===== config.mk =====
export PLATFORM = sky130hd
export DESIGN_NAME = mu_law_sample_encoder_packer
export DESIGN_NICKNAME = d
export VERILOG_FILES = /design/src/rtl/mlenc_pkg.sv /design/src/rtl/mlenc_segment_encoder.sv /design/src/rtl/mlenc_packer.sv /design/src/rtl/mu_law_sample_encoder_packer.sv
export SDC_FILE = /design/constraint.sdc
export NUM_CORES = 1
export LEC_CHECK = 0
export BUFFER_PORTS_ARGS = -buffer_cell sky130_fd_sc_hd__buf_2
export CAP_MARGIN = 5
export CORE_ASPECT_RATIO = 2
export CORE_MARGIN = 2
export CORE_UTILIZATION = 40
export DETAILED_ROUTE_END_ITERATION = 10
export PLACE_DENSITY_LB_ADDON = 0.2
export SLEW_MARGIN = 30
export SYNTH_ARGS = -nofsm -noshare
export SYNTH_HDL_FRONTEND = slang
export SYNTH_SLANG_ARGS = --single-unit

===== constraint.sdc =====
create_clock -name clock -period 5.1 [get_ports clock]
set_input_delay 0.255 -clock clock [delete_from_list [all_inputs] [get_ports clock]]
set_output_delay 0.255 -clock clock [all_outputs]
set_load 0.01 [all_outputs]

===== src/rtl/mlenc_pkg.sv =====
package mlenc_pkg;

   localparam int SAMPLE_W = 16;
   localparam int MAG_W    = 14;
   localparam int CODE_W   = 7;
   localparam int BYTE_W   = 8;
   localparam int WORD_W   = 2 * BYTE_W;

   localparam int SEG_COUNT = 8;

   // Upper end of each segment, in shifted magnitude
   localparam logic [MAG_W-1:0] SEG_BOUND [SEG_COUNT] = '{
      14'd31, 14'd95, 14'd223, 14'd479, 14'd991, 14'd2015, 14'd4063, 14'd7903
   };

   // Magnitude that a segment's steps count from
   localparam logic [MAG_W-1:0] SEG_BASE [SEG_COUNT] = '{
      14'd1, 14'd31, 14'd95, 14'd223, 14'd479, 14'd991, 14'd2015, 14'd4063
   };

   // Code at the start of each segment
   localparam logic [CODE_W-1:0] SEG_OFFSET [SEG_COUNT] = '{
      7'd1, 7'd16, 7'd32, 7'd48, 7'd64, 7'd80, 7'd96, 7'd112
   };

   localparam logic [MAG_W-1:0]  MAG_LINEAR_MAX = 14'd1;
   localparam logic [CODE_W-1:0] CODE_MAX       = 7'd127;
   localparam logic [BYTE_W-1:0] NEG_BIAS       = 8'd127;
   localparam logic [BYTE_W-1:0] POS_BIAS       = 8'd255;

   // What the packer offers for the item at its input
   typedef struct packed {
      logic              produce;
      logic [WORD_W-1:0] word;
      logic              last_word;
      logic              high_byte_next;
   } pack_result_type;

endpackage


===== src/rtl/mlenc_segment_encoder.sv =====
module mlenc_segment_encoder
   import mlenc_pkg::*;
(
   input  logic signed [SAMPLE_W-1:0] sample,
   output logic        [BYTE_W-1:0]   code_byte
);

   logic              neg;
   logic [MAG_W-1:0]  shr;
   logic [MAG_W-1:0]  mag;
   logic [CODE_W-1:0] code;

   // Floor-divide by four, then take the magnitude
   assign neg = sample[SAMPLE_W-1];
   assign shr = sample[SAMPLE_W-1:2];
   assign mag = neg ? (~shr + MAG_W'(1)) : shr;

   // Pick the lowest segment that holds the magnitude, saturate above the last
   always_comb begin
      code = CODE_MAX;
      for (int i = SEG_COUNT - 1; i >= 0; i--) begin
         if (mag <= SEG_BOUND[i]) begin
            code = CODE_W'(MAG_W'(mag - SEG_BASE[i]) >> (i + 1)) + SEG_OFFSET[i];
         end
      end
      if (mag <= MAG_LINEAR_MAX) begin
         code = CODE_W'(mag);
      end
   end

   // Fold the sign into the byte
   assign code_byte = neg ? (NEG_BIAS - {1'b0, code}) : (POS_BIAS - {1'b0, code});

endmodule


===== src/rtl/mlenc_packer.sv =====
module mlenc_packer
   import mlenc_pkg::*;
(
   input  logic               clock,
   input  logic               reset,
   input  logic               advance,
   input  logic [BYTE_W-1:0]  code_byte,
   input  logic               last,
   output pack_result_type    result
);

   logic [BYTE_W-1:0] held_low_byte_ff;
   logic [BYTE_W-1:0] held_low_byte_in;
   logic              high_byte_next_ff;
   logic              high_byte_next_in;

   // Form the word on offer: full pair, or half word flushed at buffer end
   always_comb begin
      result.produce        = high_byte_next_ff || last;
      result.last_word      = last;
      result.high_byte_next = high_byte_next_ff;
      if (high_byte_next_ff) begin
         result.word = {code_byte, held_low_byte_ff};
      end else begin
         result.word = {{BYTE_W{1'b0}}, code_byte};
      end
   end

   // Hold the first byte of a pair, drop it once the word leaves
   always_comb begin
      held_low_byte_in  = held_low_byte_ff;
      high_byte_next_in = high_byte_next_ff;
      if (advance) begin
         if (result.produce) begin
            held_low_byte_in  = '0;
            high_byte_next_in = 1'b0;
         end else begin
            held_low_byte_in  = code_byte;
            high_byte_next_in = 1'b1;
         end
      end
   end

   always_ff @(posedge clock) begin
      if (reset) begin
         held_low_byte_ff  <= '0;
         high_byte_next_ff <= 1'b0;
      end else begin
         held_low_byte_ff  <= held_low_byte_in;
         high_byte_next_ff <= high_byte_next_in;
      end
   end

endmodule


===== src/rtl/mu_law_sample_encoder_packer.sv =====
// Mu-law style sample encoder and packer. Each signed 16-bit sample on the req
// channel is encoded to one byte, and bytes are packed two to a 16-bit word on
// the rsp channel, earlier byte in bits 7:0. A sample marked end_of_buffer
// closes the word at once: a half word goes out with bits 15:8 zero, and
// rsp_last_word is set on that word. One sample is taken every clock cycle
// while the input does not stall; a sample passes an input register, the
// segment encoder and the packer, and a word that it completes is loaded
// into the output register, which drives rsp. Input stalls only while a
// finished word in the output register is not taken and the sample waiting
// behind it would produce another.
module mu_law_sample_encoder_packer
   import mlenc_pkg::*;
(
   input  logic                       clock,
   input  logic                       reset,
   input  logic                       req_valid,
   output logic                       req_ready,
   input  logic signed [SAMPLE_W-1:0] req_sample,
   input  logic                       req_end_of_buffer,
   output logic                       rsp_valid,
   input  logic                       rsp_ready,
   output logic        [WORD_W-1:0]   rsp_packed_word,
   output logic                       rsp_last_word
);

   logic                       s1_valid_ff;
   logic                       s1_valid_in;
   logic signed [SAMPLE_W-1:0] s1_sample_ff;
   logic                       s1_last_ff;
   logic                       s1_advance;

   logic [BYTE_W-1:0]          code_byte;
   pack_result_type            pack;

   logic                       out_valid_ff;
   logic                       out_valid_in;
   logic [WORD_W-1:0]          out_word_ff;
   logic                       out_last_ff;
   logic                       out_load;

   // Advance the registered item when its word, if any, has room
   assign s1_advance = s1_valid_ff && (!out_valid_ff || rsp_ready || !pack.produce);
   assign req_ready  = !s1_valid_ff || s1_advance;
   assign out_load   = s1_advance && pack.produce;

   // Input register
   assign s1_valid_in = req_ready ? req_valid : s1_valid_ff;

   always_ff @(posedge clock) begin
      if (reset) begin
         s1_valid_ff <= 1'b0;
      end else begin
         s1_valid_ff <= s1_valid_in;
      end
   end

   always_ff @(posedge clock) begin
      if (req_valid && req_ready) begin
         s1_sample_ff <= req_sample;
         s1_last_ff   <= req_end_of_buffer;
      end
   end

   mlenc_segment_encoder u_encoder (
      .sample    (s1_sample_ff),
      .code_byte (code_byte)
   );

   mlenc_packer u_packer (
      .clock     (clock),
      .reset     (reset),
      .advance   (s1_advance),
      .code_byte (code_byte),
      .last      (s1_last_ff),
      .result    (pack)
   );

   // Output register: load a finished word, clear once taken
   always_comb begin
      out_valid_in = out_valid_ff;
      if (out_load) begin
         out_valid_in = 1'b1;
      end else if (rsp_ready) begin
         out_valid_in = 1'b0;
      end
   end

   always_ff @(posedge clock) begin
      if (reset) begin
         out_valid_ff <= 1'b0;
      end else begin
         out_valid_ff <= out_valid_in;
      end
   end

   always_ff @(posedge clock) begin
      if (out_load) begin
         out_word_ff <= pack.word;
         out_last_ff <= pack.last_word;
      end
   end

   assign rsp_valid       = out_valid_ff;
   assign rsp_packed_word = out_word_ff;
   assign rsp_last_word   = out_last_ff;

   // A first byte without buffer end waits for its partner
   a_pair_pending: assert property (@(posedge clock) disable iff (reset)
      s1_advance && !pack.produce |=> pack.high_byte_next)
      else $error("first byte not held for pairing");

   // Every word sent leaves the packer at the low byte position
   a_word_resets_pos: assert property (@(posedge clock) disable iff (reset)
      out_load |=> out_valid_ff && !pack.high_byte_next)
      else $error("byte position not reset after word");

   // A flushed half word carries a zero high byte and the end mark
   a_half_flush: assert property (@(posedge clock) disable iff (reset)
      s1_advance && !pack.high_byte_next && s1_last_ff
      |=> rsp_valid && rsp_last_word && rsp_packed_word[WORD_W-1:BYTE_W] == '0)
      else $error("half word flush malformed");

   // A stalled word is never overwritten
   a_no_overwrite: assert property (@(posedge clock) disable iff (reset)
      out_valid_ff && !rsp_ready |-> !out_load)
      else $error("pending word overwritten");

endmodule

==> run metrics, run 1 <==
Placed Instances roughly 560; IO buf count 37; run status complete, no violations; via count about 3.7k; Die X 72.59 um; maximum fanout along the worst path 11; pwr dens about 250 nW/um^2; Routed Antenna Nets 0; sequential area share after synthesis between 30% and 40%; GR Util met3 2.931%; Hold Path Class in2reg; RSZ-0062 raised after global routing no; crit path capture type flop; final worst-path cycle share about 86%; worst hold path depth 1; fmax ~230 MHz; Finished Core Util between 40% and 50%; Min Hold Slack 0.1247 ns; Synth async-reset ratio 0%; Mapped Nets 461; Critical Path End rsp_packed_word[6]; Bufs on Longest Clock Path 2; cts bufs inserted 5; Slew Limit Fails 0; Setup Viol. Count Final 0; Vias/cell 6.397; WL per Instance 20.13 um; reg2reg path depth 14; clk_lat worst skew 0.30 ns; commonest non-fill, non-tap cell in the layout nand2_1; clock share of power slightly above 30%; # resized after CTS 0; ratio of cells with drive above 1 in the final layout between 10% and 20%; switching share of power 34.15%; die height around 140 um; Max-slew headroom between 30% and 40%; I/O Pins 40; worst setup path start s1_sample_ff[2]; vias in the first global route around 3.6k; P_int between 700 and 800 uW; min Tclk post-route approximately 4.4 ns; Hold-fix buffers, CTS 0; Startpoint Class flop; fin nets between 400 and 500; final worst slack 0.7012 ns; initial antenna violation count 0; EDFF count, synth 32; drt first-iter violations 210; reg2reg end rsp_packed_word[6]; Worst-Margin Slew 0.9773 ns; Comb power frac a little under a third; Crit Path Category reg2reg; Yosys cell types roughly 80; Starting Density just over 40%; FF-to-FF setup slack approximately 0.70 ns; CTS clk-pin slew, worst paths approximately 0.070 ns; Static Leak between 0.001 and 0.0015 uW; Worst Setup Slack post-DPL 0.7875 ns; number of antenna cells inserted 0; Setup Skew 0.01297 ns; H-Tree Level Count 2; num rows 50; area of the core 9259 um^2; Critical Path AT roughly 4.5 ns; postcts setup bufs 0; Synth Register Bits between 40 and 50; yosys warns 0; Net Switching roughly 370 uW; die area 10250 um^2; first-pass GRT wire length roughly 18000 um; GRT Residual Overflow 0; clk sinks between 40 and 50; top_reg_cell synth edfxtp_1; CTS tree built; Syn Inst Count ~430; # DRC 0; Area Growth Syn to Fin 12.40%; largest net degree at the start of global routing 28; RR Startpoint s1_sample_ff[2]; most frequent cells in the layout nand2_1, buf_2, nor2_1; synthesized area 3764 um^2; maximum VDD drop between 150 and 200 uV; post-DP HPWL roughly 9100 um; Required @ worst endpoint 5.22 ns; GR peak layer met2; CTS Root Cell clkbuf_16; global placement routability congestion between 0.9 and 1; register share of total power 38.8%; count of final hold-check violations 0; max cap viols 0; Finished Layout Cells ~570; met2 usage 44.69%; 1st-pass router iterations 5; Detailed Route WL ~12000 um; mean post-synth cell area just under 9 um^2; gr usage total roughly 23%; M1 GR Usage about a fifth; setup_tns 0 ns
==> metrics by stage <==
stage,power (uW),area [um^2]
after floorplan,653.6,3764
after global placement,735.8,4083
after detailed placement,741.3,4083
after CTS,1074,4230
after global routing,1123,4230
final,1069,4230
==> kinds of logic after synthesis <==
logic type / after synthesis / synth area share (%)
xor+xnor: 24 / 5.585
fa+ha+maj: 9 / 2.926
mux: 10 / 2.726
flops: 43 / 31.38
buf+inv: 38 / 4.388
simple gates: 170 / 24.24
compound gates: 138 / 28.76
==> critical path, stage by stage, from the launching register on <==
cell and delay [ns]:
edfxtp_1 0.57, inv_1 0.17, ha_1 0.26, buf_4 0.18, nor3b_1 0.16, o211ai_1 0.49
nand4_1 0.38, a21oi_1 0.39, xnor2_1 0.32, ha_1 0.26, xnor2_1 0.11, a21oi_1 0.09
o32ai_1 0.35, o21ai_0 0.22, a221oi_1 0.26
==> area by class of cell <==
cell class	instances	area [um^2]
clock buffers	5	125.1
clock inverters	3	22.52
fillers	939	5029
repair buffers	53	305.3
inverters	13	48.80
multi-input cells	351	2417
well taps	104	130.1
flip-flops and latches	43	1181
==> cell usage after synthesis, types with 4 or more instances <==
master / count / area (um^2)
nand2_1: 40 / 150.1
nor2_1: 36 / 135.1
edfxtp_1: 32 / 960.9
a21oi_1: 23 / 115.1
xnor2_1: 20 / 175.2
nor3_1: 16 / 80.08
buf_2: 12 / 60.06
clkbuf_1: 12 / 45.04
dfxtp_1: 11 / 220.2
inv_1: 11 / 41.29
nor2b_1: 11 / 68.82
nand2b_1: 10 / 62.56
nand3_1: 9 / 45.04
ha_1: 8 / 100.1
mux2i_1: 8 / 80.08
nand4_1: 8 / 50.05
a22oi_1: 7 / 52.55
and2_1: 7 / 43.79
o21ai_0: 7 / 35.03
o21ai_1: 7 / 35.03
o31ai_1: 7 / 52.55
o32ai_1: 7 / 61.31
a211oi_1: 6 / 45.04
a31oi_1: 6 / 37.54
a41oi_1: 6 / 52.55
a21o_1: 5 / 37.54
o2111ai_1: 5 / 43.79
nor4_1: 4 / 25.02
o31a_1: 4 / 35.03
xor2_1: 4 / 35.03
==> state kept, by name (all words and copies together) (netlist names) <==
signal and count:
s1_sample_ff 14, s1_last_ff 1, rsp_valid 1, rsp_packed_word 16
u_packer.held_low_byte_ff 8, u_packer.high_byte_next_ff 1, rsp_last_word 1, s1_valid_ff 1
==> layer usage <==
metal	vias up	routed length, um
li1	1750	-
met1	1708	3835
met2	153	6483
met3	48	441
met4	0	752
met5	-	0
==> worst min-delay path by stage <==
stage                   from         endpoint
2_1_floorplan          reset        rsp_valid
5_1_grt        req_sample[5]  s1_sample_ff[5]
6_report       req_sample[3]  s1_sample_ff[3]
3_5_place_dp   req_sample[3]  s1_sample_ff[3]
3_3_place_gp   req_sample[5]  s1_sample_ff[5]
4_1_cts        req_sample[5]  s1_sample_ff[5]
==> power by group through the flow <==
stage	logic, uW	clock network [uW]	registers (uW)
global route	356	350	417
floorplan	235	0	418
finish	326	329	415
global placement	315	0	421
CTS	321	338	414
detailed placement	319	0	422
No activity file was read; power rests on OpenSTA's default activity.
==> run 2: changes to the inputs <==
--- a/config.mk
+++ b/config.mk
@@ -9,7 +9,7 @@
 export CAP_MARGIN = 5
 export CORE_ASPECT_RATIO = 2
 export CORE_MARGIN = 2
-export CORE_UTILIZATION = 40
+export CORE_UTILIZATION = 45
 export DETAILED_ROUTE_END_ITERATION = 10
 export PLACE_DENSITY_LB_ADDON = 0.2
 export SLEW_MARGIN = 30
==> run 2 against run 1 <==
  * Hold slack better by 0.011 ns
  * Clock skew shrank 0.0068 ns
  * Clock power is 10% higher
  * Wire length down 3.5%
  * First-iteration DRC count shrank 7.6%
  * Sequential share of layout area is 0.15 points higher
  * Setup slack got worse by 0.11 ns
  * Register-to-register slack worse by 0.11 ns
  * Cell count fell by 1.9%
  * Critical path depth unchanged
  * Combinational power fell by 2%
  * Fmax decreased by 2.4%
==> run metrics, run 2 (synthesis gave the netlist of run 1 again) <==
IO buf count 37; number of antenna cells inserted 0; Routed Antenna Nets 0; CTS tree built; initial antenna violation count 0; commonest non-fill, non-tap cell in the layout nand2_1; GRT Residual Overflow 0; final worst-path cycle share between 80% and 90%; pwr dens about 260 nW/um^2; maximum VDD drop 176.2 uV; clk sinks 43; largest net degree at the start of global routing 20; reg2reg path depth 14; Area Growth Syn to Fin 11.80%; post-DP HPWL 8870 um; WL per Instance around 20 um; area of the core about 8000 um^2; first-pass GRT wire length about 18000 um; Placed Instances between 500 and 600; slowest cell on the critical path nor2b_1; run status complete, no violations; crit-path leading delay family compound AO/OA/AOI/OAI gates; H-Tree Level Count 2; drt first-iter violations approximately 190; I/O Pins 40; Starting Density between 40% and 50%; number of fill cells around 790; Required @ worst endpoint 5.21 ns; postcts setup bufs 0; Setup Skew between 0.006 and 0.007 ns; die height between 100 and 150 um; crit path capture type flop; Setup Viol. Count Final 0; Max-slew headroom between 50% and 60%; worst hold path depth 1; count of final hold-check violations 0; Bufs on Longest Clock Path 2; Hold Path Class in2reg; max cap viols 0; setup_tns 0 ns; cts bufs inserted 5; max reg flops 16; Finished Layout Cells 561; # resized after CTS 0; Seq. cell area roughly 1200 um^2; CP Cell Sequence inv_1, ha_1, nor2b_1, a41oi_1, a22oi_1, nand4_1, nor2_1, nor2_1, xnor2_1, ha_1, o21bai_1, o32ai_1, o21ai_0, a221oi_1; Critical Path AT ~4.6 ns; RSZ-0062 raised after global routing no; Crit Path Category reg2reg; Hold-fix buffers, CTS 0; fmax roughly 220 MHz; Worst-Margin Slew approximately 0.72 ns; Die X just under 70 um; gr usage total 25.70%; Static Leak 0.001483 uW; Min Hold Slack roughly 0.14 ns; most frequent cells in the layout nand2_1, buf_2, nor2_1; Slew Limit Fails 0; multi-input combinational cell area 2419 um^2; 1st-pass router iterations 5; min Tclk post-route roughly 4.5 ns; die area about 9200 um^2; via count 3677; Vias/cell between 6 and 7; global placement routability congestion roughly 0.97; CP max stage delay 0.60 ns; CTS Root Cell clkbuf_16; # DRC 0; fin nets ~490; maximum fanout along the worst path 12; clk_lat worst skew just under 0.3 ns; Worst path depth 14; CP bufs+invs 1; ratio of cells with drive above 1 in the final layout 17.28%; Startpoint Class flop; Detailed Route WL between 10000 and 15000 um; num rows 47; vias in the first global route roughly 3.7k; CTS clk-pin slew, worst paths ~0.060 ns
## run 2: worst register-to-register path: cells and delay by family, from the launching register on
family	cells	cell delay, ns
flops	1	0.53
xor+xnor	1	0.16
compound gates	6	1.87
simple gates	4	1.02
fa+ha+maj	2	0.58
buf+inv	1	0.18
## run 2: final timing paths
check	startpoint	endpoint	slack, ns
setup / recovery	s1_sample_ff[2]	rsp_packed_word[6]	0.59
hold / removal	req_end_of_buffer	s1_last_ff	0.14
setup reg to reg	s1_sample_ff[2]	rsp_packed_word[6]	0.59
hold reg to reg	u_packer.held_low_byte_ff[4]	u_packer.held_low_byte_ff[4]	0.45
## run 2: cell type report
class | instances | share of cell area (%)
clock buffers | 5 | 2.974
clock inverters | 3 | 1.041
inverters | 13 | 1.160
multi-input cells | 351 | 57.48
flip-flops and latches | 43 | 28.07
well taps | 98 | 2.914
repair buffers | 48 | 6.363
## run 2: where the power goes
part           switching (uW)  internal, uW
logic                     197           121
clock network             133           231
registers                20.2           398
total                     350           750
## run 2: through the flow
step | power, uW | setup WS, ns | area, um^2 | util, %
global placement | 731.2 | 0.7356 | 4038 | 49.40
detailed placement | 736.7 | 0.6303 | 4038 | 49.40
global route | 1153 | 0.07876 | 4208 | 51.48
CTS | 1101 | 0.5898 | 4207 | 51.46
floorplan | 653.6 | 1.476 | 3764 | -
finish | 1100 | 0.5940 | 4208 | 51.48
## run 2: routing by layer
metal  wire [um]  track usage, %  vias up
li1            -               -     1742
met1        3642           23.50     1711
met2        5867           44.23      153
met3         516           4.730       71
met4        1088           23.89        0
met5           0               0        -
==> run 3: changes to the inputs <==
--- a/config.mk
+++ b/config.mk
@@ -12,6 +12,7 @@
 export CORE_UTILIZATION = 45
 export DETAILED_ROUTE_END_ITERATION = 10
 export PLACE_DENSITY_LB_ADDON = 0.2
+export REMOVE_ABC_BUFFERS = 1
 export SLEW_MARGIN = 30
 export SYNTH_ARGS = -nofsm -noshare
 export SYNTH_HDL_FRONTEND = slang
==> run 3 against run 2 <==
  * Hold slack got worse by 0.0033 ns
  * Clock skew grew 0.0018 ns
  * Power is 1.3% higher
  * Sequential power is essentially flat
  * Setup slack better by 0.27 ns
  * Sequential cell count unchanged
  * Global-route usage grew 0.071 points
  * Combinational power rose by 2%
  * Register-to-register slack gained 0.27 ns
  * First-iteration DRC count increased by 24%
  * Non-clock buffer count increased by 4
  * Clock power is 3% higher
  * Largest cell class unchanged
  * Largest power group unchanged
==> run metrics, run 3 (synthesis gave the netlist of run 1 again) <==
pwr dens ~260 nW/um^2; clk sinks 43; Worst Setup Slack post-DPL around 0.91 ns; H-Tree Level Count 2; clk_lat worst skew ~0.29 ns; min Tclk post-route ~4.2 ns; commonest non-fill, non-tap cell in the layout nand2_1; Startpoint Class flop; met2 routed WL 6037 um; number of fill cells 768; fmax 235.8 MHz; Hold-fix buffers, CTS 0; Bufs on Longest Clock Path 2; initial antenna violation count 0; max cap viols 0; Critical Path AT about 4.4 ns; CP max stage delay 0.58 ns; max reg flops 16; die area 9155 um^2; slowest cell on the critical path o32a_1; CTS Root Cell clkbuf_16; count of final hold-check violations 0; via count around 3.6k; Static Leak between 0.001 and 0.0015 uW; # DRC 0; # resized after CTS 0; gr usage total about a quarter; IO buf count 37; CP bufs+invs 1; CP Cell Sequence inv_1, ha_1, nor2b_1, nor4_1, o32a_1, o2111a_1, nand2_1, xnor2_1, ha_1, o21bai_1, o32ai_1, o21ai_0, a221oi_1; Required @ worst endpoint approximately 5.2 ns; DR top layer met4; I/O Pins 40; ratio of cells with drive above 1 in the final layout between 15 and 20%; first-pass GRT wire length about 18000 um; Vias/cell about 6.5; metal3 WL between 400 and 500 um; fin nets ~500; Crit Path Category reg2reg; CTS clk-pin slew, worst paths 0.07 ns; Max-slew headroom between 40% and 50%; final worst slack ~0.86 ns; global placement routability congestion roughly 1; CTS tree built; crit-path leading delay family compound AO/OA/AOI/OAI gates; 1st-pass router iterations 5; RSZ-0062 raised after global routing no; Setup Viol. Count Final 0; crit path capture type flop; most frequent cells in the layout nand2_1, buf_2, nor2_1; number of antenna cells inserted 0; Slew Limit Fails 0; Area Growth Syn to Fin 12.63%; cts bufs inserted 5; num rows 47; WL per Instance approximately 20 um; post-DP HPWL 8770 um; Worst-Margin Slew between 0.8 and 0.9 ns; maximum fanout along the worst path 16; Starting Density a little under half; Power, Total about 1100 uW; Die X between 60 and 70 um; Hold Path Class in2reg; M1 WL between 3000 and 4000 um; die height between 100 and 150 um; vias in the first global route roughly 3.6k; largest net degree at the start of global routing 28; maximum VDD drop 220.6 uV; Routed Antenna Nets 0; area of the core approximately 8000 um^2; postcts setup bufs 0; drt first-iter violations between 200 and 250; most used cell along the critical path ha_1; Detailed Route WL between 10000 and 15000 um; run status complete, no violations; Setup Skew about 0.008 ns; GRT Residual Overflow 0; setup_tns 0 ns; final worst-path cycle share between 80 and 90%
==> run 3: cell types whose count changed in the layout (fill, tap and decap cells not counted), sizes merged <==
cell / delta
clkinv: -2
inv: +1
buf: +4
clkinvlp: +1
==> run 3: layout make-up <==
type / count / area (um^2) / area share, %
clock buffer: 5 / 125.1 / 2.952
clock inverter: 3 / 46.29 / 1.092
inverter: 13 / 48.80 / 1.151
multi-input combinational: 351 / 2417 / 57.02
sequential: 43 / 1181 / 27.86
tap: 98 / 122.6 / 2.893
timing repair buffer: 52 / 297.8 / 7.025
==> run 3: through the flow <==
step | hold WS, ns | utilization, % | cell area [um^2] | cells
after floorplan | 0.3241 | - | 3647 | 407
after global placement | 0.4320 | 49.76 | 4068 | 557
after detailed placement | 0.4331 | 49.76 | 4068 | 557
after CTS | 0.1243 | 51.86 | 4239 | 565
after global routing | 0.1231 | 51.86 | 4239 | 565
final | 0.1324 | 51.86 | 4239 | 565
==> run 3: metal layers <==
metal / vias to the layer above / GRT usage (%)
li1: 1746 / -
met1: 1686 / 25.01
met2: 149 / 46.05
met3: 65 / 3.885
met4: 0 / 18.56
met5: - / 0
==> run 3: path summary, 6_finish.rpt <==
kind	start	to	slack [ns]	depth (start not counted)
max	s1_sample_ff[2]	rsp_packed_word[6]	0.86	13
max reg2reg	s1_sample_ff[2]	rsp_packed_word[6]	0.86	13
min	req_sample[4]	s1_sample_ff[4]	0.13	1
min reg2reg	u_packer.held_low_byte_ff[0]	u_packer.held_low_byte_ff[0]	0.45	2
==> run 3: report_power, final <==
part           switching (uW)  leakage (uW)  internal (uW)
clock network             142     0.0000804            233
registers                19.1      0.000393            398
logic                     199       0.00103            124
total                     359       0.00150            755
